--- config.mk ---
export PLATFORM = sky130hd
export DESIGN_NAME = shell_line_tokenizer
export DESIGN_NICKNAME = d
export VERILOG_FILES = /design/src/rtl/core/slt_pkg.sv /design/src/rtl/core/slt_ctrl.sv /design/src/rtl/core/slt_datapath.sv /design/src/rtl/core/shell_line_tokenizer.sv
export SDC_FILE = /design/constraint.sdc
export NUM_CORES = 1
export LEC_CHECK = 0
export ABC_AREA = 1
export BUFFER_PORTS_ARGS = -buffer_cell sky130_fd_sc_hd__buf_2
export CORE_MARGIN = 2
export CORE_UTILIZATION = 35
export CTS_CLUSTER_SIZE = 30
export DETAILED_ROUTE_END_ITERATION = 12
export GPL_TIMING_DRIVEN = 0
export PLACE_DENSITY = 0.47
export SLEW_MARGIN = 30
export SYNTH_ARGS = -nofsm -noshare
export SYNTH_HDL_FRONTEND = slang
export SYNTH_HIERARCHICAL = 1
export SYNTH_SLANG_ARGS = --single-unit
--- constraint.sdc ---
create_clock -name clk -period 8.4 [get_ports clk]
set_clock_uncertainty 0.05 [all_clocks]
set_input_delay 0.84 -clock clk [delete_from_list [all_inputs] [get_ports clk]]
set_output_delay 0.84 -clock clk [all_outputs]
set_load 0.01 [all_outputs]
--- src/rtl/core/slt_pkg.sv ---
// Shared types and character constants of the shell line tokenizer.
package slt_pkg;

    typedef logic [7:0] byte_t;

    // Characters the lexer reacts to
    localparam byte_t CH_PIPE    = 8'h7C;
    localparam byte_t CH_AMP     = 8'h26;
    localparam byte_t CH_SEMI    = 8'h3B;
    localparam byte_t CH_GT      = 8'h3E;
    localparam byte_t CH_LT      = 8'h3C;
    localparam byte_t CH_LPAR    = 8'h28;
    localparam byte_t CH_RPAR    = 8'h29;
    localparam byte_t CH_HASH    = 8'h23;
    localparam byte_t CH_DQUOTE  = 8'h22;
    localparam byte_t CH_SQUOTE  = 8'h27;
    localparam byte_t CH_BSLASH  = 8'h5C;
    localparam byte_t CH_B       = 8'h62;
    localparam byte_t CH_R       = 8'h72;
    localparam byte_t CH_N       = 8'h6E;
    localparam byte_t CH_T       = 8'h74;
    localparam byte_t CH_F       = 8'h66;
    localparam byte_t CH_V       = 8'h76;
    localparam byte_t CH_SPACE   = 8'h20;
    localparam byte_t CH_TAB     = 8'h09;
    localparam byte_t CH_LF      = 8'h0A;
    localparam byte_t CH_VT      = 8'h0B;
    localparam byte_t CH_BS      = 8'h08;
    localparam byte_t CH_CR      = 8'h0D;
    localparam byte_t CH_FF      = 8'h0C;

    // Output segments of one item, in emission order
    typedef logic [2:0] seg_t;
    localparam seg_t SEG_IDLE = 3'd0;
    localparam seg_t SEG_PRE  = 3'd1;  // previously held operator (one or doubled)
    localparam seg_t SEG_WORD = 3'd2;  // pending word from the buffer
    localparam seg_t SEG_POST = 3'd3;  // escaped bytes or overflow notice
    localparam seg_t SEG_FOP  = 3'd4;  // operator flushed at end of line
    localparam seg_t SEG_MARK = 3'd5;  // bare end-of-line marker

    // What one item will emit
    typedef struct packed {
        logic [1:0] pre_n;
        logic       has_word;
        logic [1:0] post_n;
        logic       fop;
        logic       mark;
        logic       last;
    } plan_flags_t;

    typedef struct packed {
        logic load;
        logic emit;
        seg_t seg;
        logic sub;
        logic last_beat;
    } cmd_t;

    typedef struct packed {
        plan_flags_t plan_new;
        plan_flags_t plan;
        logic        word_last;
        logic        out_free;
    } status_t;

endpackage

--- src/rtl/core/slt_ctrl.sv ---
// Sequencer that walks the output segments of each accepted item.
module slt_ctrl
(
    input  logic             clk,
    input  logic             rst_n,
    input  logic             in_valid,
    output logic             in_stall,
    input  slt_pkg::status_t status,
    output slt_pkg::cmd_t    cmd
);

    slt_pkg::seg_t seg_reg;
    slt_pkg::seg_t seg_next;
    logic          sub_reg;
    logic          sub_next;
    logic          active;
    logic          seg_done;

    // First non-empty segment after the given one
    function automatic slt_pkg::seg_t next_seg(input slt_pkg::seg_t from,
                                               input slt_pkg::plan_flags_t f);
        slt_pkg::seg_t result;
        result = slt_pkg::SEG_IDLE;
        if (from < slt_pkg::SEG_MARK && f.mark)
            result = slt_pkg::SEG_MARK;
        if (from < slt_pkg::SEG_FOP && f.fop)
            result = slt_pkg::SEG_FOP;
        if (from < slt_pkg::SEG_POST && f.post_n != 2'd0)
            result = slt_pkg::SEG_POST;
        if (from < slt_pkg::SEG_WORD && f.has_word)
            result = slt_pkg::SEG_WORD;
        if (from < slt_pkg::SEG_PRE && f.pre_n != 2'd0)
            result = slt_pkg::SEG_PRE;
        return result;
    endfunction

    assign in_stall = (seg_reg != slt_pkg::SEG_IDLE);

    // Segment sequencing
    always_comb
    begin
        seg_next      = seg_reg;
        sub_next      = sub_reg;
        active        = 1'b0;
        seg_done      = 1'b0;
        cmd           = '0;
        cmd.seg       = seg_reg;
        cmd.sub       = sub_reg;
        case (seg_reg)
            slt_pkg::SEG_IDLE:
            begin
                if (in_valid)
                begin
                    cmd.load = 1'b1;
                    seg_next = next_seg(slt_pkg::SEG_IDLE, status.plan_new);
                    sub_next = 1'b0;
                end
            end
            slt_pkg::SEG_PRE:
            begin
                active   = 1'b1;
                seg_done = (sub_reg == status.plan.pre_n[1]);
            end
            slt_pkg::SEG_WORD:
            begin
                active   = 1'b1;
                seg_done = status.word_last;
            end
            slt_pkg::SEG_POST:
            begin
                active   = 1'b1;
                seg_done = (sub_reg == status.plan.post_n[1]);
            end
            slt_pkg::SEG_FOP, slt_pkg::SEG_MARK:
            begin
                active   = 1'b1;
                seg_done = 1'b1;
            end
            default:
            begin
                seg_next = slt_pkg::SEG_IDLE;
            end
        endcase

        // One beat per free output slot
        if (active && status.out_free)
        begin
            cmd.emit = 1'b1;
            if (seg_done)
            begin
                seg_next      = next_seg(seg_reg, status.plan);
                sub_next      = 1'b0;
                cmd.last_beat = (seg_next == slt_pkg::SEG_IDLE);
            end
            else
            begin
                sub_next = 1'b1;
            end
        end
    end

    always_ff @(posedge clk or negedge rst_n)
    begin
        if (!rst_n)
        begin
            seg_reg <= slt_pkg::SEG_IDLE;
            sub_reg <= 1'b0;
        end
        else
        begin
            seg_reg <= seg_next;
            sub_reg <= sub_next;
        end
    end

endmodule

--- src/rtl/core/slt_datapath.sv ---
// Lexer state, word buffer, per-item emission plan and output register.
module slt_datapath
#(
    parameter int WORD_MAX = 32
)
(
    input  logic             clk,
    input  logic             rst_n,
    input  logic [7:0]       in_byte,
    input  logic             line_last,
    input  slt_pkg::cmd_t    cmd,
    output slt_pkg::status_t status,
    output logic             out_valid,
    input  logic             out_stall,
    output logic [7:0]       tok_byte,
    output logic             has_byte,
    output logic             token_end,
    output logic             line_done,
    output logic             overflow
);

    localparam int LEN_W = $clog2(WORD_MAX + 1);
    localparam int IDX_W = (WORD_MAX > 1) ? $clog2(WORD_MAX) : 1;

    localparam logic [1:0] ESC_NONE  = 2'd0;
    localparam logic [1:0] ESC_ONE   = 2'd1;
    localparam logic [1:0] ESC_MULTI = 2'd2;

    // Lexer state
    logic [LEN_W-1:0] wl_reg, wl_next;
    logic             dq_reg, dq_next;
    logic             sq_reg, sq_next;
    logic [7:0]       hop_reg, hop_next;
    logic             oph_reg, oph_next;
    logic [1:0]       esc_reg, esc_next;
    logic             skip_reg, skip_next;

    // Outcome of the current byte
    logic [LEN_W-1:0] proc_wl;
    logic             proc_dq, proc_sq, proc_oph, proc_skip;
    logic [7:0]       proc_hop;
    logic [1:0]       proc_esc;
    logic [1:0]       pre_n, post_n;
    logic             pflush, store, store_ok, post_ovf, post_two;
    logic             finished, esc_go;
    logic [LEN_W-1:0] emit_len;
    slt_pkg::plan_flags_t plan_new;

    // Plan of the item being emitted
    slt_pkg::plan_flags_t plan_reg;
    logic [7:0]       hop_plan_reg;
    logic [LEN_W-1:0] len_plan_reg;
    logic             ovf_plan_reg;
    logic             two_plan_reg;
    logic [7:0]       c_plan_reg;
    logic [7:0]       fopb_plan_reg;

    // Word buffer
    logic [7:0]       mem [WORD_MAX];
    logic [7:0]       rd_reg;
    logic [LEN_W-1:0] ptr_reg, ptr_next;
    logic [IDX_W-1:0] rd_idx;
    logic [IDX_W-1:0] wr_idx;
    logic             wr_en;
    logic             word_last;

    // Output register
    logic             out_valid_reg, out_valid_next;
    logic [7:0]       tok_byte_reg, tok_byte_next;
    logic             has_byte_reg, has_byte_next;
    logic             token_end_reg, token_end_next;
    logic             line_done_reg, line_done_next;
    logic             overflow_reg, overflow_next;
    logic             out_free;

    function automatic logic is_space(input logic [7:0] c);
        return c == slt_pkg::CH_SPACE || c == slt_pkg::CH_TAB || c == slt_pkg::CH_LF ||
               c == slt_pkg::CH_VT || c == slt_pkg::CH_BS || c == slt_pkg::CH_CR ||
               c == slt_pkg::CH_FF;
    endfunction

    function automatic logic is_op(input logic [7:0] c);
        return c == slt_pkg::CH_PIPE || c == slt_pkg::CH_AMP || c == slt_pkg::CH_SEMI ||
               c == slt_pkg::CH_GT || c == slt_pkg::CH_LT || c == slt_pkg::CH_LPAR ||
               c == slt_pkg::CH_RPAR;
    endfunction

    function automatic logic is_esc_letter(input logic [7:0] c);
        return c == slt_pkg::CH_B || c == slt_pkg::CH_R || c == slt_pkg::CH_N ||
               c == slt_pkg::CH_T || c == slt_pkg::CH_F || c == slt_pkg::CH_V;
    endfunction

    // Classify the incoming byte against the lexer state
    always_comb
    begin
        proc_wl   = wl_reg;
        proc_dq   = dq_reg;
        proc_sq   = sq_reg;
        proc_hop  = hop_reg;
        proc_oph  = oph_reg;
        proc_esc  = esc_reg;
        proc_skip = skip_reg;
        pre_n     = 2'd0;
        post_n    = 2'd0;
        pflush    = 1'b0;
        store     = 1'b0;
        post_ovf  = 1'b0;
        post_two  = 1'b0;
        finished  = 1'b0;
        esc_go    = 1'b1;
        if (!skip_reg)
        begin
            // held operator: doubles up or goes out alone
            if (oph_reg)
            begin
                proc_oph = 1'b0;
                proc_hop = 8'h00;
                if (in_byte == hop_reg)
                begin
                    pre_n    = 2'd2;
                    finished = 1'b1;
                end
                else
                begin
                    pre_n = 2'd1;
                end
            end
            if (!finished)
            begin
                if (dq_reg)
                begin
                    if (in_byte == slt_pkg::CH_DQUOTE)
                    begin
                        pflush  = 1'b1;
                        proc_dq = 1'b0;
                    end
                    else
                    begin
                        store = 1'b1;
                    end
                end
                else if (sq_reg)
                begin
                    if (in_byte == slt_pkg::CH_SQUOTE)
                    begin
                        pflush  = 1'b1;
                        proc_sq = 1'b0;
                    end
                    else
                    begin
                        store = 1'b1;
                    end
                end
                else
                begin
                    // pending backslashes
                    if (esc_reg != ESC_NONE)
                    begin
                        if (in_byte == slt_pkg::CH_BSLASH)
                        begin
                            proc_esc = ESC_MULTI;
                            esc_go   = 1'b0;
                        end
                        else if (in_byte == slt_pkg::CH_DQUOTE ||
                                 in_byte == slt_pkg::CH_SQUOTE)
                        begin
                            pflush   = 1'b1;
                            post_n   = 2'd1;
                            proc_esc = ESC_NONE;
                            esc_go   = 1'b0;
                        end
                        else if (esc_reg == ESC_MULTI && is_esc_letter(in_byte))
                        begin
                            pflush   = 1'b1;
                            post_n   = 2'd2;
                            post_two = 1'b1;
                            proc_esc = ESC_NONE;
                            esc_go   = 1'b0;
                        end
                        else
                        begin
                            proc_esc = ESC_NONE;
                        end
                    end
                    if (esc_go)
                    begin
                        if (in_byte == slt_pkg::CH_BSLASH)
                        begin
                            proc_esc = ESC_ONE;
                        end
                        else if (in_byte == slt_pkg::CH_DQUOTE)
                        begin
                            pflush  = 1'b1;
                            proc_dq = 1'b1;
                        end
                        else if (in_byte == slt_pkg::CH_SQUOTE)
                        begin
                            pflush  = 1'b1;
                            proc_sq = 1'b1;
                        end
                        else if (is_space(in_byte))
                        begin
                            pflush = 1'b1;
                        end
                        else if (in_byte == slt_pkg::CH_HASH)
                        begin
                            pflush    = 1'b1;
                            proc_skip = 1'b1;
                        end
                        else if (is_op(in_byte))
                        begin
                            pflush   = 1'b1;
                            proc_hop = in_byte;
                            proc_oph = 1'b1;
                        end
                        else
                        begin
                            store = 1'b1;
                        end
                    end
                end
            end
        end

        // word length update and overflow
        store_ok = store && (wl_reg < LEN_W'(WORD_MAX));
        if (pflush)
            proc_wl = '0;
        if (store_ok)
            proc_wl = wl_reg + LEN_W'(1);
        if (store && !store_ok)
        begin
            proc_wl   = '0;
            proc_dq   = 1'b0;
            proc_sq   = 1'b0;
            proc_esc  = ESC_NONE;
            proc_skip = 1'b1;
            post_n    = 2'd1;
            post_ovf  = 1'b1;
        end

        emit_len          = pflush ? wl_reg : (line_last ? proc_wl : '0);
        plan_new.pre_n    = pre_n;
        plan_new.has_word = (emit_len != '0);
        plan_new.post_n   = post_n;
        plan_new.fop      = line_last && proc_oph;
        plan_new.mark     = line_last && !(pre_n != 2'd0 || emit_len != '0 ||
                                            post_n != 2'd0 || proc_oph);
        plan_new.last     = line_last;
    end

    // Lexer state next values; end of line returns to reset values
    always_comb
    begin
        wl_next   = wl_reg;
        dq_next   = dq_reg;
        sq_next   = sq_reg;
        hop_next  = hop_reg;
        oph_next  = oph_reg;
        esc_next  = esc_reg;
        skip_next = skip_reg;
        if (cmd.load)
        begin
            if (line_last)
            begin
                wl_next   = '0;
                dq_next   = 1'b0;
                sq_next   = 1'b0;
                hop_next  = 8'h00;
                oph_next  = 1'b0;
                esc_next  = ESC_NONE;
                skip_next = 1'b0;
            end
            else
            begin
                wl_next   = proc_wl;
                dq_next   = proc_dq;
                sq_next   = proc_sq;
                hop_next  = proc_hop;
                oph_next  = proc_oph;
                esc_next  = proc_esc;
                skip_next = proc_skip;
            end
        end
    end

    always_ff @(posedge clk or negedge rst_n)
    begin
        if (!rst_n)
        begin
            wl_reg   <= '0;
            dq_reg   <= 1'b0;
            sq_reg   <= 1'b0;
            hop_reg  <= 8'h00;
            oph_reg  <= 1'b0;
            esc_reg  <= ESC_NONE;
            skip_reg <= 1'b0;
            plan_reg <= '0;
        end
        else
        begin
            wl_reg   <= wl_next;
            dq_reg   <= dq_next;
            sq_reg   <= sq_next;
            hop_reg  <= hop_next;
            oph_reg  <= oph_next;
            esc_reg  <= esc_next;
            skip_reg <= skip_next;
            if (cmd.load)
                plan_reg <= plan_new;
        end
    end

    // Plan payload
    always_ff @(posedge clk)
    begin
        if (cmd.load)
        begin
            hop_plan_reg  <= hop_reg;
            len_plan_reg  <= emit_len;
            ovf_plan_reg  <= post_ovf;
            two_plan_reg  <= post_two;
            c_plan_reg    <= in_byte;
            fopb_plan_reg <= proc_hop;
        end
    end

    // Word buffer: write on accept, registered read that tracks the pointer
    assign wr_en    = cmd.load && store_ok;
    assign wr_idx   = wl_reg[IDX_W-1:0];
    assign ptr_next = cmd.load ? '0 :
                      ((cmd.emit && cmd.seg == slt_pkg::SEG_WORD) ?
                       ptr_reg + LEN_W'(1) : ptr_reg);
    assign rd_idx   = (ptr_next < LEN_W'(WORD_MAX)) ? ptr_next[IDX_W-1:0] : '0;
    assign word_last = (ptr_reg + LEN_W'(1) == len_plan_reg);

    always_ff @(posedge clk)
    begin
        if (wr_en)
            mem[wr_idx] <= in_byte;
        if (wr_en && wr_idx == rd_idx)
            rd_reg <= in_byte;
        else
            rd_reg <= mem[rd_idx];
    end

    always_ff @(posedge clk or negedge rst_n)
    begin
        if (!rst_n)
            ptr_reg <= '0;
        else
            ptr_reg <= ptr_next;
    end

    // Output beat selection
    assign out_free = !out_valid_reg || !out_stall;

    always_comb
    begin
        out_valid_next = out_valid_reg && out_stall;
        tok_byte_next  = tok_byte_reg;
        has_byte_next  = has_byte_reg;
        token_end_next = token_end_reg;
        line_done_next = line_done_reg;
        overflow_next  = overflow_reg;
        if (cmd.emit)
        begin
            out_valid_next = 1'b1;
            tok_byte_next  = 8'h00;
            has_byte_next  = 1'b1;
            token_end_next = 1'b1;
            line_done_next = cmd.last_beat && plan_reg.last;
            overflow_next  = 1'b0;
            case (cmd.seg)
                slt_pkg::SEG_PRE:
                begin
                    tok_byte_next  = hop_plan_reg;
                    token_end_next = (cmd.sub == plan_reg.pre_n[1]);
                end
                slt_pkg::SEG_WORD:
                begin
                    tok_byte_next  = rd_reg;
                    token_end_next = word_last;
                end
                slt_pkg::SEG_POST:
                begin
                    if (ovf_plan_reg)
                    begin
                        has_byte_next  = 1'b0;
                        token_end_next = 1'b0;
                        overflow_next  = 1'b1;
                    end
                    else if (two_plan_reg && !cmd.sub)
                    begin
                        tok_byte_next  = slt_pkg::CH_BSLASH;
                        token_end_next = 1'b0;
                    end
                    else
                    begin
                        tok_byte_next = c_plan_reg;
                    end
                end
                slt_pkg::SEG_FOP:
                begin
                    tok_byte_next = fopb_plan_reg;
                end
                default:
                begin
                    has_byte_next  = 1'b0;
                    token_end_next = 1'b0;
                end
            endcase
        end
    end

    always_ff @(posedge clk or negedge rst_n)
    begin
        if (!rst_n)
            out_valid_reg <= 1'b0;
        else
            out_valid_reg <= out_valid_next;
    end

    always_ff @(posedge clk)
    begin
        tok_byte_reg  <= tok_byte_next;
        has_byte_reg  <= has_byte_next;
        token_end_reg <= token_end_next;
        line_done_reg <= line_done_next;
        overflow_reg  <= overflow_next;
    end

    assign out_valid = out_valid_reg;
    assign tok_byte  = tok_byte_reg;
    assign has_byte  = has_byte_reg;
    assign token_end = token_end_reg;
    assign line_done = line_done_reg;
    assign overflow  = overflow_reg;

    assign status.plan_new  = plan_new;
    assign status.plan      = plan_reg;
    assign status.word_last = word_last;
    assign status.out_free  = out_free;

endmodule

--- src/rtl/core/shell_line_tokenizer.sv ---
// Shell command-line tokenizer: one input byte in, token bytes out one beat at a time.
// Each input beat is accepted in the idle state, then its result beats are emitted one per cycle
// while the output side is not stalling; a byte that causes no result leaves the sequencer idle,
// and the next byte is taken once the last result beat of the current one has been
// loaded into the output register. The WORD_MAX-byte word buffer has a single read port,
// which returns one buffered word byte per cycle when a word is flushed and the output
// side is not stalling. The word buffer needs no clearing after reset. Results carry
// tok_byte, has_byte, token_end, line_done and overflow; line_done marks the final beat
// caused by a byte with line_last set.
module shell_line_tokenizer
#(
    parameter int WORD_MAX = 32
)
(
    input  logic       clk,
    input  logic       rst_n,
    input  logic       in_valid,
    output logic       in_stall,
    input  logic [7:0] in_byte,
    input  logic       line_last,
    output logic       out_valid,
    input  logic       out_stall,
    output logic [7:0] tok_byte,
    output logic       has_byte,
    output logic       token_end,
    output logic       line_done,
    output logic       overflow
);

    slt_pkg::cmd_t    cmd;
    slt_pkg::status_t status;

    // Segment sequencer
    slt_ctrl u_ctrl
    (
        .clk      (clk),
        .rst_n    (rst_n),
        .in_valid (in_valid),
        .in_stall (in_stall),
        .status   (status),
        .cmd      (cmd)
    );

    // Lexer state, word buffer and output register
    slt_datapath
    #(
        .WORD_MAX (WORD_MAX)
    )
    u_datapath
    (
        .clk       (clk),
        .rst_n     (rst_n),
        .in_byte   (in_byte),
        .line_last (line_last),
        .cmd       (cmd),
        .status    (status),
        .out_valid (out_valid),
        .out_stall (out_stall),
        .tok_byte  (tok_byte),
        .has_byte  (has_byte),
        .token_end (token_end),
        .line_done (line_done),
        .overflow  (overflow)
    );

endmodule

Word level (Yosys, flattened, before mapping):

Memory sizes are Yosys's and may differ from the RTL's. A register that Yosys moved wholly into a read port is not among the register bits.
Index checks and enable logic that the tools add are counted.

* register bits after elaboration: 83
* bits in latches: 0
* bits in writable memories: 256
* bits in read-only memories: 0
* input port bits: 13
* output and inout port bits: 14
* logic and storage cells: 305
* memories kept: 1

Memories
* u_datapath.mem: words 32, width 8, read ports 1, clocked after Yosys merged registers in 1, write ports 1, line slt_datapath.sv:59 `logic [7:0] mem [WORD_MAX];`

* add/subtract/negate cells: 2
* $mul: 0
* div/mod/pow operators: 0
* $lt $le $gt $ge: 7
* equality and inequality tests: 38
* shift-type cells: 0
* mux-type cells: 166
* bitwise gates (word level): 1
* reductions and logical operators: 62

Operators by type and width (number)
* 2-to-1 mux 8 bit: 15
* 2-to-1 mux 1 bit: 100
* equality test 8 x 6 -> 1 bit, second input constant: 10
* equality test 8 x 7 -> 1 bit, second input constant: 8
* equality test 8 x 4 -> 1 bit, second input constant: 6
* 2-to-1 mux 6 bit: 8
* 2-to-1 mux 3 bit: 15
* 2-to-1 mux 2 bit: 22
* case mux 8 bit (4 select lines): 1
* logical OR 1 bit: 22
* logical AND 1 bit: 16
* nonzero test 2 bit: 7
* adder 6 x 1 -> 6 bit, second input constant: 2
* less-than comparator 6 bit, second input constant: 2
* != test 3 bit, second input constant: 4
* equality test 8 bit: 1
* case mux 1 bit (4 select lines): 2
* OR reduction 7 bit: 1
* equality test 3 x 2 -> 1 bit, second input constant: 2
* equality test 3 bit, second input constant: 2
* equality test 6 bit: 1
* zero test 3 bit: 2
* less-than comparator 3 x 2 -> 1 bit, second input constant: 2
* less-than comparator 3 bit, second input constant: 2
* 18 further kinds: 23

Logic depth before layout (Yosys ltp):

Gate-level depths: netlist (run 1).

* word-level depth: 42
* depth in mapped cells: 29
* mapped depth without buffers: 29

Hierarchy:

The synthesis (run 1) kept the hierarchy.

By module, submodules not included
* slt_datapath: instances 1, cells an instance 1278, area each 14486.4 sq um, sequential area each 9984.6 sq um
* slt_ctrl: instances 1, cells an instance 76, area each 480.5 sq um, sequential area each 100.1 sq um

Least setup slack after synthesis (run 1):

Ideal clock, no wire load.

* path type: in2reg
* start point: input port in_valid
* end point: memory u_datapath.mem[0][0], enable pin
* library setup time: 0.370 ns
* data arrival time: 2.869 ns
* data required time: 7.980 ns
* setup slack: 5.111 ns
* stages on the path: 8
* buffers on the path: 2
* path through: nand2_2 inv_1 clkbuf_1 inv_1 clkbuf_1 nor2_1 nand2_1 nor2_1

RTL lines
* start, declared: line shell_line_tokenizer.sv:17 `input logic in_valid,`
* end, declared: line slt_datapath.sv:59

==> impl_summary.txt, run 1 <==
----------------------------------------------------
[Route]
  Number of design rule violations left after detail routing ... 0
  Wirelength, routed ... 45.4 mm
  Number of DRC violations after detailed-routing iteration 0 ... 867
  Detailed Routing Iterations Pass 1 ... 5
  Detail Route Antenna Nets ... 0
  Via count normalized by instance count ... approximately 5.3
  Routed vias ... between 10,000 and 15,000
  Avg WL per Cell ... about 23 um

[Clock network]
  Hold-fix buffers, CTS ... 0
  CTS tree ... built
  Number of H-tree branching levels ... 2
  Cell at the root of the clock tree ... sky130_fd_sc_hd__clkbuf_16
  Post-CTS Setup Bufs ... 0
  Resize count post-CTS ... 0
  Buffer levels on the longest clock path ... 3
  Number of buffers created by CTS ... 40
  Total clock sinks ... 344
  Worst-Skew Late Latency ... 550 ps
  Clock-pin transition on the worst setup and hold timing paths ... ~60 ps

[STA]
  Unrepaired setup endpoints after global routing ... false
  Clock period minus worst slack ... between 4000 and 5000 ps
  Sum of negative setup slack ... 0 ps
  Count of endpoints failing hold in the final timing report ... 0
  Fmax ... between 0.2 and 0.25 GHz
  Final count of pins violating max slew ... 0
  Final period utilization ... a little over half
  Post-route setup slack ... between 3000 and 4000 ps
  Remaining max-slew budget at the tightest pin ... ~30%
  Count of final setup violators ... 0
  Slew of the pin with the lowest slew margin ... around 1000 ps

[Finish]
  Share of final-layout standard cells stronger than drive strength 1 ... between 10 and 15%
  Final cell count without fillers ... ~2,000
  Number of flip-flops under the largest register name ... 256
  Antenna diode count ... 0
  Layout Cell Area excl Fill ... approximately 17,000 sq um
  Area of the multi-input gates ... ~4300 sq um
  FF/Latch Area ... 10,100 sq um
  Utilization after layout ... 40.6%
  Number of fill cells in the layout ... 4,065
  Area growth from synthesis to layout ... 14.0%
  Most flops, register ... u_datapath/mem
  Post-layout nets ... around 1,400

[Critical path]
  Register-to-Register Path Depth ... 11
  Data required time at the worst endpoint ... roughly 8500 ps
  CP arrival ... between 4000 and 5000 ps
  Critical Path Fanout Max ... 34
  Start-to-end type of the worst setup path ... reg -> reg
  Critical Path End Type ... flop
  Startpoint kind of the worst setup timing path ... flop

[Die]
  Total die area ... approximately 44,000 sq um
  Boundary pin count ... 27
  Number of cell rows ... 75
  Die height ... between 200 and 250 um
  Starting density of the core ... 35.6%
  Area of the core ... ~42,000 sq um
  Die span in x ... about 210 um

[Synthesis]
  Number of standard cells after synthesis ... about 1,400
  Cell area after synthesis ... between 10,000 and 15,000 sq um
  Count of synthesis-stage warnings from yosys ... 6
  Per-instance average area after synthesis ... 11.1 sq um
  Net count after synthesis ... 1,371

[Pwr]
  Peak supply drop ... 217 uV
  Leakage power figure ... 5.97 nW
  Pwr Density ... between 300 and 400 nW/um^2

[Place]
  HPWL Detailed ... about 30 mm
  Instance area at placement ... approximately 16,000 sq um
  DP Cell Count ... ~1,900
  Gp weighted congestion ... just under 0.9
  Buffers added on ports ... 25
  Worst-case setup slack after placement ... roughly 3600 ps

[Global route]
  Largest net degree at the start of global routing ... 42
  Wire length of the first global-routing pass ... approximately 67 mm
  Initial antenna violation count ... 0
  Total overflow reported by the global router ... 0
  Vias in the first global route ... 10,221
  Overall track demand over capacity in global routing ... 20.7%

[Status]
  Status ... finished, final reports clean

[Worst hold path]
  Class of the most critical hold timing path ... in -> async

[Run]
  Number of violations of the max-capacitance limit ... 0

----------------------------------------------------
[through the flow]
| step | hold slack (ps) | power, mW |
|---|---|---|
| 2_1_floorplan | 397 | 3.29 |
| 3_3_place_gp | 419 | 3.97 |
| 3_5_place_dp | 424 | 3.98 |
| 4_1_cts | 246 | 5.68 |
| 5_1_grt | 272 | 5.95 |
| 6_report | 241 | 5.65 |
[cells in the final DEF (no fill, tap or decap), drive strengths merged]
cell / n
edfxtp: 300
clkbuf: 109
bufinv: 4
clkinv: 17
a21boi: 1
a2111oi: 1
o211ai: 13
nor4: 5
inv: 81
dfrtp: 39
o31ai: 1
nand3: 46
nor3: 15
a21oi: 11
a22oi: 5
mux2: 1
xnor2: 6
a41oi: 1
ha: 5
nand4: 15
nor2: 265
xor2: 4
buf: 30
o221ai: 5
o2111ai: 4
or2: 1
o21ai: 215
o22ai: 77
nand2: 160
a31o: 1
o21a: 2
dfxtp: 5
o32ai: 2
[worst max-delay path: stages, from the launching register on]
cell and delay (ps):
sky130_fd_sc_hd__dfrtp_1 520, sky130_fd_sc_hd__inv_4 170, sky130_fd_sc_hd__nand2_4 60, sky130_fd_sc_hd__nor2_4 160, sky130_fd_sc_hd__nand2_2 100, sky130_fd_sc_hd__inv_2 550
sky130_fd_sc_hd__clkbuf_1 360, sky130_fd_sc_hd__inv_1 90, sky130_fd_sc_hd__clkbuf_1 300, sky130_fd_sc_hd__nor2_1 310, sky130_fd_sc_hd__nand2_1 440, sky130_fd_sc_hd__nor2_1 890
[layout make-up]
class,count,share of cell area (%)
plain buffers,66,1.53
clock buffers,48,6.11
clock inverters,21,1.28
inverters,81,1.84
multi-input cells,862,25.4
flip-flops and latches,344,59.1
well taps,539,3.96
repair buffers,25,0.763
[path summary, 6_finish.rpt]
path                                                        from                                end  slack (ps)
worst max-delay path                 u_ctrl/seg_reg[2]$_DFF_PN0_    u_datapath/mem[15][5]$_DFFE_PP_        4000
max in group asynchronous                                  rst_n  u_datapath/hop_reg[2]$_DFFE_PN0P_        7690
worst min register to register  u_datapath/status[5]$_DFFE_PN0P_   u_datapath/status[5]$_DFFE_PN0P_         430
min in group clk                u_datapath/status[5]$_DFFE_PN0P_   u_datapath/status[5]$_DFFE_PN0P_         430
worst min-delay path                                       rst_n     u_datapath/out_valid$_DFF_PN0_         240
worst max register to register       u_ctrl/seg_reg[2]$_DFF_PN0_    u_datapath/mem[15][5]$_DFFE_PP_        4000
[power by group]
group          total, mW  leakage (nW)  switching (mW)  internal [mW]
combinational       1.79          2.08            1.30          0.497
clock               1.68         0.626           0.679           1.01
sequential          2.17          3.26           0.112           2.06
total               5.65          5.97            2.09           3.56
[routing by layer]
layer / share of wire, % / global-route usage [%] / wire length (um) / up-vias
li1: - / - / - / 4982
met2: 46 / 32.9 / 20900 / 322
met4: 3.5 / 8.21 / 1590 / 0
met1: 45 / 28.4 / 20200 / 5236
met3: 5.9 / 3.61 / 2700 / 83
met5: 0 / 0 / 0 / -
No activity file was read; power rests on OpenSTA's default activity.
==> run 2, diff against run 1 <==
Settings changed: PLACE_DENSITY 0.47 to 0.49.
Clock period 8.4 ns to 3.6 ns, I/O delays scaled along.
==> run 2 against run 1 <==
Hold slack worse by 97 ps. Worst setup slack worse by 3700 ps. Non-clock buffer count up 11. Cell count up 0.70%. Maximum frequency up 33%. Combinational power up 140%. Clock-buffer cell count up 2. Global-route usage about the same. Largest power group unchanged. Highest routed layer unchanged.
==> impl_summary.txt, run 2 (synthesis gave the netlist of run 1 again) <==
----------------------------------------------------
[STA]
  Remaining max-slew budget at the tightest pin ... 30.5% (+0.15 points)
  Count of endpoints failing hold in the final timing report ... 0 (unchanged)
  Slew of the pin with the lowest slew margin ... 1040 ps (+1.61 ps)
  Fmax ... 0.302 GHz (+33%)
  Unrepaired setup endpoints after global routing ... false
  Worst hold margin ... 144 ps (-96.5 ps)
  Count of final setup violators ... 0 (unchanged)
  Final period utilization ... 92.1% (+40 points)
  Clock period minus worst slack ... 3320 ps (-1090 ps)
  Post-route setup slack ... 285 ps (-3710 ps)
  Final count of pins violating max slew ... 0 (unchanged)

[Die]
  Die height ... 211 um (unchanged)
  Area of the core ... 42,000 sq um (unchanged)
  Total die area ... 44,400 sq um (unchanged)
  Die span in x ... 211 um (unchanged)
  Boundary pin count ... 27 (unchanged)
  Starting density of the core ... 35.6% (unchanged)
  Number of cell rows ... 75 (unchanged)

[Finish]
  Antenna diode count ... 0 (unchanged)
  Post-layout nets ... 1,449 (+0.76%)
  Most used cells in the layout excluding fill and tap cells ... sky130_fd_sc_hd__edfxtp_1, sky130_fd_sc_hd__nor2_1, sky130_fd_sc_hd__o21ai_0
  Leading cell type in the layout, fill and taps excluded ... sky130_fd_sc_hd__edfxtp_1
  Most flops, register ... u_datapath/mem
  Area growth from synthesis to layout ... 17.2%
  Layout Cell Area excl Fill ... 17,500 sq um (+2.8%)
  Number of flip-flops under the largest register name ... 256 (unchanged)
  Share of final-layout standard cells stronger than drive strength 1 ... 13.5% (+2.4 points)
  Final cell count without fillers ... 2,000 (+0.70%)
  Utilization after layout ... 41.7% (+1.1 points)

[Clock network]
  Cell at the root of the clock tree ... sky130_fd_sc_hd__clkbuf_16
  Buffer levels on the longest clock path ... 3 (unchanged)
  Total clock sinks ... 344 (unchanged)
  Worst-Skew Late Latency ... 560 ps (about the same)
  Clock-pin transition on the worst setup and hold timing paths ... 60 ps (about the same)
  Number of buffers created by CTS ... 40 (unchanged)
  Number of H-tree branching levels ... 2 (unchanged)
  CTS tree ... built

[Place]
  Instance area at placement ... 15,800 sq um (about the same)
  DP Cell Count ... 1,917 (unchanged)
  Worst-case setup slack after placement ... -846 ps (-4430 ps)
  HPWL Detailed ... 30.1 mm (-1.3%)
  Buffers added on ports ... 25 (unchanged)
  Gp weighted congestion ... 0.910 (+1.6%)

[Route]
  Number of DRC violations after detailed-routing iteration 0 ... 1,010 (+16%)
  Uppermost layer routed ... met4
  Wirelength, routed ... 45.1 mm (-0.67%)
  Met2 layer wire length in the routed design ... 21.1 mm (+0.85%)
  Routed vias ... 10,754 (+1.2%)
  Avg WL per Cell ... 22.6 um (-1.4%)
  Detail Route Antenna Nets ... 0 (unchanged)
  Via count normalized by instance count ... 5.38 (+0.52%)
  Met1 wire length ... 19.9 mm (-1.5%)
  Number of design rule violations left after detail routing ... 0 (unchanged)
  Detailed Routing Iterations Pass 1 ... 6 (+1)
  Detailed-routed wire length on met3 ... 2.77 mm (+2.6%)

[Run]
  Number of violations of the max-capacitance limit ... 0 (unchanged)

[Pwr]
  Leakage power figure ... 6.10 nW (+2.2%)
  Peak supply drop ... 386 uV (+78%)
  Pwr Density ... 763 nW/um^2 (+130%)

[Critical path]
  Startpoint kind of the worst setup timing path ... flop
  Data required time at the worst endpoint ... 3760 ps (-4760 ps)
  Critical Path End Type ... flop
  Start-to-end type of the worst setup path ... reg -> reg
  CP arrival ... 3480 ps (-1040 ps)
  Critical Path Fanout Max ... 34 (unchanged)

[Global route]
  Total overflow reported by the global router ... 0 (unchanged)
  Wire length of the first global-routing pass ... 67.7 mm (+0.93%)
  Overall track demand over capacity in global routing ... 20.8% (+0.049 points)
  Largest net degree at the start of global routing ... 42 (unchanged)
  Vias in the first global route ... 10,497 (+2.7%)
  Initial antenna violation count ... 0 (unchanged)

[Worst hold path]
  Class of the most critical hold timing path ... in -> reg

[Status]
  Status ... finished, final reports clean

----------------------------------------------------
==> run 2: cell count changes in the layout (fill, tap and decap cells not counted), moves of 2 or more <==
cell / previous run / this run
sky130_fd_sc_hd__nand2_1: 143 / 139
sky130_fd_sc_hd__nor2_2: 14 / 8
sky130_fd_sc_hd__clkinv_1: 5 / 11
sky130_fd_sc_hd__buf_4: 5 / 7
sky130_fd_sc_hd__nor2_1: 246 / 219
sky130_fd_sc_hd__buf_12: 0 / 7
sky130_fd_sc_hd__nor2_4: 5 / 38
sky130_fd_sc_hd__dlygate4sd3_1: 0 / 2
sky130_fd_sc_hd__clkinv_2: 10 / 3
sky130_fd_sc_hd__nand2_4: 3 / 7
==> run 2: final timing paths <==
check	startpoint	slack, ps	endpoint	depth (start not counted)
worst min register to register	u_datapath/status[4]$_DFFE_PN0P_	430	u_datapath/status[4]$_DFFE_PN0P_	2
max in group asynchronous	rst_n	2820	u_datapath/ptr_reg[5]$_DFF_PN0_	2
worst max register to register	u_ctrl/seg_reg[2]$_DFF_PN0_	280	u_datapath/mem[6][7]$_DFFE_PP_	11
worst max-delay path	u_ctrl/seg_reg[2]$_DFF_PN0_	280	u_datapath/mem[6][7]$_DFFE_PP_	11
min in group asynchronous	rst_n	280	u_datapath/out_valid$_DFF_PN0_	2
worst min-delay path	in_valid	140	u_ctrl/sub_reg$_DFFE_PN0P_	4
==> run 2: stage by stage <==
step | setup TNS, ps | power, mW
final | 0 | 13.4
after global routing | 0 | 14.1
after CTS | 0 | 13.4
after detailed placement | -181950 | 9.27
after global placement | -285110 | 9.22
after floorplan | 0 | 7.67
==> run 2: cell type report <==
class                   count  area (sq um)
fillers                  4051         24500
well taps                 539           674
repair buffers             36           305
flip-flops and latches    344         10100
inverters                  81           319
plain buffers              66           262
multi-input cells         862          4590
clock buffers              50          1060
clock inverters            22           236
==> run 2: worst max-delay path, cell delays in order, from the launching register on <==
cell and delay [ps]:
sky130_fd_sc_hd__dfrtp_1 520, sky130_fd_sc_hd__inv_4 170, sky130_fd_sc_hd__nand2_4 60, sky130_fd_sc_hd__nor2_4 160, sky130_fd_sc_hd__nand2_2 130, sky130_fd_sc_hd__inv_6 270
sky130_fd_sc_hd__clkbuf_2 260, sky130_fd_sc_hd__inv_1 70, sky130_fd_sc_hd__clkbuf_1 300, sky130_fd_sc_hd__nor2_4 340, sky130_fd_sc_hd__nand2_4 250, sky130_fd_sc_hd__nor2_4 360
==> run 2: layer usage <==
layer,GRT usage (%),up-vias
met4,7.24,0
met2,33.6,379
met1,28.9,5289
met5,0,-
li1,-,5014
met3,2.72,72
==> run 2: timing repair <==
action,CTS,global route
pin swaps,4,6
endpoints found under the hold margin,40,0
setup buffers,2,7
hold buffers,2,0
setup endpoints to repair,256,256
resized for setup,75,2
==> run 2: power breakdown <==
group / leakage (nW) / internal (mW) / switching (mW) / total [mW]
Sequential: 3.26 / 4.80 / 0.260 / 5.06
Clock: 0.627 / 2.44 / 1.60 / 4.04
Combinational: 2.21 / 1.18 / 3.10 / 4.28
Total: 6.10 / 8.42 / 4.96 / 13.4
